**config.mk**
```make
export PLATFORM = sky130hd
export DESIGN_NAME = keypad_matrix_debouncer
export DESIGN_NICKNAME = d
export VERILOG_FILES = /design/src/sv/kmd_pkg.sv /design/src/sv/kmd_lane.sv /design/src/sv/kmd_merge.sv /design/src/sv/keypad_matrix_debouncer.sv
export SDC_FILE = /design/constraint.sdc
export NUM_CORES = 2
export LEC_CHECK = 0
export ABC_AREA = 1
export CORE_ASPECT_RATIO = 1.1
export CORE_MARGIN = 1
export CORE_UTILIZATION = 25
export DETAILED_ROUTE_END_ITERATION = 10
export DONT_BUFFER_PORTS = 1
export PLACE_DENSITY = 0.45
export SETUP_SLACK_MARGIN = 0.5
export SLEW_MARGIN = 20
export SYNTH_ARGS = -nofsm -noshare
export SYNTH_HDL_FRONTEND = slang
export SYNTH_HIERARCHICAL = 1
export SYNTH_SLANG_ARGS = --single-unit
export TNS_END_PERCENT = 30
```
**constraint.sdc**
```tcl
create_clock -name clk -period 8.83 [get_ports clk]
set_input_delay 0.883 -clock clk [delete_from_list [all_inputs] [get_ports clk]]
set_output_delay 0.883 -clock clk [all_outputs]
set_load 0.1 [all_outputs]
```
**src/sv/kmd_pkg.sv**
```systemverilog
// ----------------------------------------------------------------------------
// kmd_pkg: shared types and constants for the keypad matrix debouncer
// Holds the key character map, the stream payload widths and the lane
// result type passed from the per-key lanes to the merge stage.
// ----------------------------------------------------------------------------
package kmd_pkg;

    // payload widths
    localparam int TIME_W     = 32;
    localparam int RAW_W      = 12;
    localparam int CHAR_W     = 7;
    localparam int DEB_W      = 16;
    localparam int IN_DATA_W  = 48;
    localparam int OUT_DATA_W = 24;

    // key map size and characters, row by row
    localparam int MAP_ROWS = 4;
    localparam int MAP_COLS = 3;

    localparam logic [CHAR_W-1:0] CHAR_SPACE   = 7'h20;
    localparam logic [CHAR_W-1:0] CHAR_UNKNOWN = 7'h3F;

    localparam logic [CHAR_W-1:0] KEY_MAP [MAP_ROWS][MAP_COLS] = '{
        '{7'h4E, 7'h23, 7'h2A},
        '{7'h37, 7'h38, 7'h39},
        '{7'h34, 7'h35, 7'h36},
        '{7'h31, 7'h32, 7'h33}
    };

    // what one lane reports for the current request
    typedef struct packed {
        logic stable;
        logic changed;
    } lane_res_t;

    // character of the key at row r, column c; unmapped keys read as '?'
    function automatic logic [CHAR_W-1:0] key_char(input int r, input int c);
        logic [CHAR_W-1:0] ch;
        ch = CHAR_UNKNOWN;
        if (r < MAP_ROWS && c < MAP_COLS)
        begin
            ch = KEY_MAP[r[1:0]][c[1:0]];
        end
        return ch;
    endfunction

endpackage

```
**src/sv/kmd_lane.sv**
```systemverilog
// ----------------------------------------------------------------------------
// kmd_lane: debounce state of one key
// Tracks the raw level, the time of its last change and the stable level,
// and reports the new stable level and whether it changed on this request.
// ----------------------------------------------------------------------------
module kmd_lane (
    input  logic                       clk,
    input  logic                       rst_n,
    input  logic                       upd,
    input  logic [kmd_pkg::TIME_W-1:0] now_ms,
    input  logic                       raw_bit,
    input  logic [kmd_pkg::DEB_W-1:0]  debounce_ms,
    output kmd_pkg::lane_res_t         res
);
    import kmd_pkg::*;

    logic              raw_level_reg;
    logic              stable_level_reg;
    logic [TIME_W-1:0] change_time_reg;
    logic              raw_level_next;
    logic              stable_level_next;
    logic [TIME_W-1:0] change_time_next;

    logic              raw_chg;
    logic [TIME_W-1:0] elapsed;
    logic              settled;

    // elapsed time since the last raw change, wrapping at 2^32
    always_comb
    begin
        raw_chg = raw_bit != raw_level_reg;
        elapsed = now_ms - change_time_reg;
        if (raw_chg)
        begin
            settled = debounce_ms == '0;
        end
        else
        begin
            settled = elapsed >= {{(TIME_W-DEB_W){1'b0}}, debounce_ms};
        end
    end

    // next state of the key
    always_comb
    begin
        raw_level_next    = raw_bit;
        change_time_next  = raw_chg ? now_ms : change_time_reg;
        stable_level_next = settled ? raw_bit : stable_level_reg;
        res.stable        = stable_level_next;
        res.changed       = settled && (stable_level_reg != raw_bit);
    end

    // key state registers, updated on each accepted request
    always_ff @(posedge clk or negedge rst_n)
    begin
        if (!rst_n)
        begin
            raw_level_reg    <= 1'b0;
            stable_level_reg <= 1'b0;
            change_time_reg  <= '0;
        end
        else if (upd)
        begin
            raw_level_reg    <= raw_level_next;
            stable_level_reg <= stable_level_next;
            change_time_reg  <= change_time_next;
        end
    end

endmodule

```
**src/sv/kmd_merge.sv**
```systemverilog
// ----------------------------------------------------------------------------
// kmd_merge: combines the lane results of one scan
// Forms the changed flag, the visible stable vector and the new last key
// (character of the highest-index stable pressed key when anything changed).
// ----------------------------------------------------------------------------
module kmd_merge #(
    parameter int ROWS = 4,
    parameter int COLS = 3
) (
    input  kmd_pkg::lane_res_t         lanes [ROWS*COLS],
    input  logic [kmd_pkg::CHAR_W-1:0] last_key,
    output logic                       any_changed,
    output logic [kmd_pkg::RAW_W-1:0]  stable_pressed,
    output logic [kmd_pkg::CHAR_W-1:0] last_key_next
);
    import kmd_pkg::*;

    localparam int NKEYS = ROWS * COLS;

    logic [CHAR_W-1:0] chars [NKEYS];
    logic              hit;
    logic [CHAR_W-1:0] pick;

    // constant character for each key
    for (genvar k = 0; k < NKEYS; k++)
    begin : g_char
        localparam logic [CHAR_W-1:0] KC = key_char(k / COLS, k % COLS);
        assign chars[k] = KC;
    end

    // changed flag, last stable pressed key and visible stable bits
    always_comb
    begin
        any_changed    = 1'b0;
        hit            = 1'b0;
        pick           = CHAR_SPACE;
        stable_pressed = '0;
        for (int k = 0; k < NKEYS; k++)
        begin
            any_changed = any_changed | lanes[k].changed;
            if (lanes[k].stable)
            begin
                hit  = 1'b1;
                pick = chars[k];
            end
        end
        for (int k = 0; k < RAW_W; k++)
        begin
            if (k < NKEYS)
            begin
                stable_pressed[k] = lanes[k].stable;
            end
        end
        last_key_next = (any_changed && hit) ? pick : last_key;
    end

endmodule

```
**src/sv/keypad_matrix_debouncer.sv**
```systemverilog
// ----------------------------------------------------------------------------
// keypad_matrix_debouncer: debouncer for a scanned key matrix
// Each request on the input stream is one full scan of the matrix. The block
// debounces every key against the millisecond time stamp and returns one
// result per scan: changed flag, debounced key vector and last key character.
//
// Usage:
//   s_* stream: s_tdata = {raw_pressed, now_ms}, one scan per request.
//   m_* stream: m_tdata = {last_key_char, stable_pressed, any_changed}.
//   cfg channel: cfg_data writes debounce_ms; cfg_ready is always high.
//   Write it only while no scan is in flight.
//   A result is registered in the output register (skid register on a stall).
//   Throughput: one scan per cycle unless stalled. Every key has its own
//   lane (32-bit subtract and compare); one merge stage picks the last pressed key.
//   Stall: an output register plus one skid register; s_tready drops only
//   when both hold a result, so two scans may wait on a stalled receiver.
//   Reset: all keys released, change times zero, last key a space,
//   debounce_ms = 5, output stream empty.
// ----------------------------------------------------------------------------
module keypad_matrix_debouncer #(
    parameter int ROWS = 4,
    parameter int COLS = 3
) (
    input  logic                           clk,
    input  logic                           rst_n,
    input  logic                           s_tvalid,
    output logic                           s_tready,
    // fields from bit 0: now_ms[31:0], raw_pressed[43:32], zero pad
    input  logic [kmd_pkg::IN_DATA_W-1:0]  s_tdata,
    output logic                           m_tvalid,
    input  logic                           m_tready,
    // fields from bit 0: any_changed[0], stable_pressed[12:1],
    // last_key_char[19:13], zero pad
    output logic [kmd_pkg::OUT_DATA_W-1:0] m_tdata,
    input  logic                           cfg_valid,
    output logic                           cfg_ready,
    input  logic [kmd_pkg::DEB_W-1:0]      cfg_data
);
    import kmd_pkg::*;

    localparam int NKEYS = ROWS * COLS;
    localparam int RES_W = 1 + RAW_W + CHAR_W;

    logic [DEB_W-1:0]  debounce_reg;
    logic [CHAR_W-1:0] last_key_reg;
    logic [CHAR_W-1:0] last_key_next;

    logic              out_valid_reg;
    logic              out_valid_next;
    logic [RES_W-1:0]  out_data_reg;
    logic [RES_W-1:0]  out_data_next;
    logic              skid_valid_reg;
    logic              skid_valid_next;
    logic [RES_W-1:0]  skid_data_reg;
    logic [RES_W-1:0]  skid_data_next;

    logic [TIME_W-1:0] now_ms;
    logic [RAW_W-1:0]  raw_pressed;
    logic              in_fire;
    logic              out_fire;
    lane_res_t         lanes [NKEYS];
    logic              any_changed;
    logic [RAW_W-1:0]  stable_pressed;
    logic [RES_W-1:0]  result;

    // unpack input request
    assign now_ms      = s_tdata[TIME_W-1:0];
    assign raw_pressed = s_tdata[TIME_W+RAW_W-1:TIME_W];

    assign s_tready  = !skid_valid_reg;
    assign in_fire   = s_tvalid && s_tready;
    assign out_fire  = out_valid_reg && m_tready;
    assign cfg_ready = 1'b1;

    // one lane per key; keys beyond the raw field never see a press
    for (genvar k = 0; k < NKEYS; k++)
    begin : g_lane
        logic raw_bit;
        if (k < RAW_W)
        begin : g_raw
            assign raw_bit = raw_pressed[k];
        end
        else
        begin : g_none
            assign raw_bit = 1'b0;
        end

        kmd_lane u_lane (
            .clk         (clk),
            .rst_n       (rst_n),
            .upd         (in_fire),
            .now_ms      (now_ms),
            .raw_bit     (raw_bit),
            .debounce_ms (debounce_reg),
            .res         (lanes[k])
        );
    end

    // merge of lane results
    kmd_merge #(
        .ROWS (ROWS),
        .COLS (COLS)
    ) u_merge (
        .lanes          (lanes),
        .last_key       (last_key_reg),
        .any_changed    (any_changed),
        .stable_pressed (stable_pressed),
        .last_key_next  (last_key_next)
    );

    assign result = {last_key_next, stable_pressed, any_changed};

    // output register with skid stage
    always_comb
    begin
        out_valid_next  = out_valid_reg;
        out_data_next   = out_data_reg;
        skid_valid_next = skid_valid_reg;
        skid_data_next  = skid_data_reg;
        if (!out_valid_reg || out_fire)
        begin
            if (skid_valid_reg)
            begin
                out_valid_next  = 1'b1;
                out_data_next   = skid_data_reg;
                skid_valid_next = 1'b0;
            end
            else
            begin
                out_valid_next = in_fire;
                out_data_next  = result;
            end
        end
        else if (in_fire)
        begin
            skid_valid_next = 1'b1;
            skid_data_next  = result;
        end
    end

    // control registers
    always_ff @(posedge clk or negedge rst_n)
    begin
        if (!rst_n)
        begin
            out_valid_reg  <= 1'b0;
            skid_valid_reg <= 1'b0;
            debounce_reg   <= 16'd5;
            last_key_reg   <= CHAR_SPACE;
        end
        else
        begin
            out_valid_reg  <= out_valid_next;
            skid_valid_reg <= skid_valid_next;
            if (cfg_valid && cfg_ready)
            begin
                debounce_reg <= cfg_data;
            end
            if (in_fire)
            begin
                last_key_reg <= last_key_next;
            end
        end
    end

    // result payload registers
    always_ff @(posedge clk)
    begin
        out_data_reg  <= out_data_next;
        skid_data_reg <= skid_data_next;
    end

    assign m_tvalid = out_valid_reg;
    assign m_tdata  = {{(OUT_DATA_W-RES_W){1'b0}}, out_data_reg};

endmodule

```
==> out/metrics.cfg <==
[critical_path]
r2r_cells=29
crit_path_frequent_cell=nand2_1
endpoint_kind=register
reg2reg_to=out_data_reg[19]
critPathKind=reg -> reg
cpPeakStageDelay_ns=0.81
cpMaxStageDelayCell=nor4_1
crit_path_start_kind=register
rrSetupSlack_ns=3.38
arrival_ns=5.89
crit_required_ns=9.27
r2r_start=g_lane[2].u_lane/change_time_reg[0]
crit_fanout=9

[floorplan]
dieArea_sq_mm=0.222
die_h_um=494
rows=180
coreArea_sq_mm=0.219
die_x_um=450
start_util=0.252
io_pins=96

[cts]
clk_pin_slew_ns=0.06
htree_levels=3
clkSinkCount=473
cts_root_buf=clkbuf_16
cts_tree=yes
numCtsBuffers=67
cts_buffer_depth=3
clk_latency_ns=0.69
postCtsSetupBuffers=0

[synthesis]
synth_edf_count=40
synth_cell_types=49
synthTopCellsByArea=nand2_1, dfrtp_1, inv_1
async_flop_share=0.915
synth-seq-area-share=0.219
ys_ff_latch=473
synth.most_common_cell=nand2_1
ys.flop_type=dfrtp_1
synthTopCellsByCount=nand2_1, inv_1, ha_1
synth.largest_area_cell=nand2_1
synth_area_sq_mm=0.0551
synth_area_per_cell_sq_um=5.90
synth_top_area_frac=0.241
syn_inst=9335
yosysWarnings=6

[pwr]
p_per_area_mw_per_mm2=253
power.share.clock=0.189
p_leak_nw=34.9
p_int_mw=7.74
p_comb_frac=0.612
seqPwrFrac=0.199
sw_frac_of_total=0.498
p_switching_mw=7.67
peakVddDrop_v=0.000154

[timing]
grt_setup_unrepaired=no
fin_crit_ns=5.45
hold_viol=0
tightest_slew_ns=0.976
post-route-period-util=0.617
finalClockSkew_ns=0.0316
fmax_mhz=184
setup_viol=0
setup_ws_ns=3.38
slew_violations=0
fin_setup_tns_ns=0
relSlewSlack=0.349

[global_route]
grt_max_degree=260
antenna_found_initial=10
grt_usage=0.179
grt_pass1_vias=51800
grt-ovfl-total=0
grt_first_pass_wirelength_mm=306

[cells_and_area]
fill_cells=24900
register_area_sq_mm=0.0120
stdcell_area_sq_mm=0.0610
final_util=0.279
syn_to_final_growth_pct=10.7
multi_input_area_sq_mm=0.0346
largest_register_ffs=384
drive_gt1_frac=0.0641
layout.nets=9979

[route]
routed_wl_mm=200
viasPerCell=4.33
wire_per_inst_um=16.2
drtIter0Drc=2912
drt_pass1_iterations=8
ant_nets=0
drc_errors=0
vias=53300

[run_status]
outcome=complete, no violations

[flow_run]
cap_violations=0

[placement]
port_buffers=0
dp_slack_ns=2.67
place.gp.congestion=0.910
postPlaceCellArea_sq_mm=0.0586
dp_hpwl_mm=144

[hold_path]
min_path_type=in -> async

## logic make-up after synthesis
| group | count (synthesis) | synth area share |
|---|---|---|
| mux | 12 | 0.00245 |
| fa+ha+maj | 576 | 0.132 |
| buf+inv | 2247 | 0.155 |
| flops | 473 | 0.219 |
| simple gates | 5024 | 0.382 |
| xor+xnor | 200 | 0.0318 |
| compound gates | 801 | 0.0772 |
| other cells | 2 | 0.000136 |
## routing by layer
| layer | GRT usage | vias to the layer above | part of all wire |
|---|---|---|---|
| li1 | - | 28200 | - |
| met1 | 0.223 | 24100 | 0.45 |
| met2 | 0.318 | 767 | 0.48 |
| met3 | 0.0196 | 220 | 0.037 |
| met4 | 0.0585 | 0 | 0.033 |
| met5 | 0 | - | 0 |
## timing repair
item | CTS | global route
resized for setup | 0 | 0
hold buffers | 3 | 0
hold endpoints to repair | 259 | 0
## stage by stage
stage | hold WS [ns] | cells | total power, mW
6_report | 0.0572 | 12300 | 15.4
3_3_place_gp | 0.453 | 12200 | 12.4
5_1_grt | 0.0628 | 12300 | 17.1
2_1_floorplan | 0.442 | 9338 | 10.2
4_1_cts | 0.203 | 12300 | 15.6
3_5_place_dp | 0.458 | 12200 | 12.5
## how the worst max path moves through the flow
stage                                              from          endpoint  slack [ns]  cells past startpoint
finish              g_lane[2].u_lane/change_time_reg[0]  out_data_reg[19]        3.38                     29
detailed placement                           s_tdata[0]  out_data_reg[19]        2.67                     30
global placement                             s_tdata[0]  out_data_reg[19]        2.67                     30
global route        g_lane[2].u_lane/change_time_reg[0]  out_data_reg[19]        2.90                     29
floorplan                                    s_tdata[0]  out_data_reg[19]        4.22                     34
CTS                 g_lane[2].u_lane/change_time_reg[0]  out_data_reg[19]        3.27                     29
## cells in the final DEF, fill, tap and decap left out, types with 105 or more instances in the layout
| master | count |
|---|---|
| nand3_1 | 355 |
| a21oi_1 | 293 |
| inv_1 | 2030 |
| inv_2 | 105 |
| dfrtp_1 | 423 |
| nand2_1 | 3537 |
| xor2_1 | 169 |
| o21ai_0 | 405 |
| nand2_2 | 135 |
| ha_1 | 564 |
| nor2_1 | 540 |
## cell type report
| type | instances | area share |
|---|---|---|
| clock buffer | 90 | 0.0311 |
| inverter | 2137 | 0.132 |
| tap | 2912 | 0.0597 |
| antenna | 3 | 0.000123 |
| clock inverter | 31 | 0.00675 |
| timing repair buffer | 37 | 0.00623 |
| multi-input combinational | 6618 | 0.567 |
| sequential | 473 | 0.197 |
## power groups by stage
stage / Sequential (mW) / Combinational [mW] / Clock, mW
floorplan: 3.07 / 7.14 / 0
finish: 3.06 / 9.43 / 2.91
global route: 3.13 / 10.9 / 3.10
CTS: 3.07 / 9.49 / 3.04
detailed placement: 3.11 / 9.38 / 0
global placement: 3.10 / 9.27 / 0
## critical path, delay by kind of cell (launching register included)
| family | cells | cell delay, ns |
|---|---|---|
| buf+inv | 2 | 0.17 |
| simple gates | 19 | 2.98 |
| compound gates | 4 | 0.61 |
| xor+xnor | 1 | 0.19 |
| fa+ha+maj | 3 | 0.87 |
| flops | 1 | 0.38 |
Note: power is estimated with default switching activity, not from simulation.
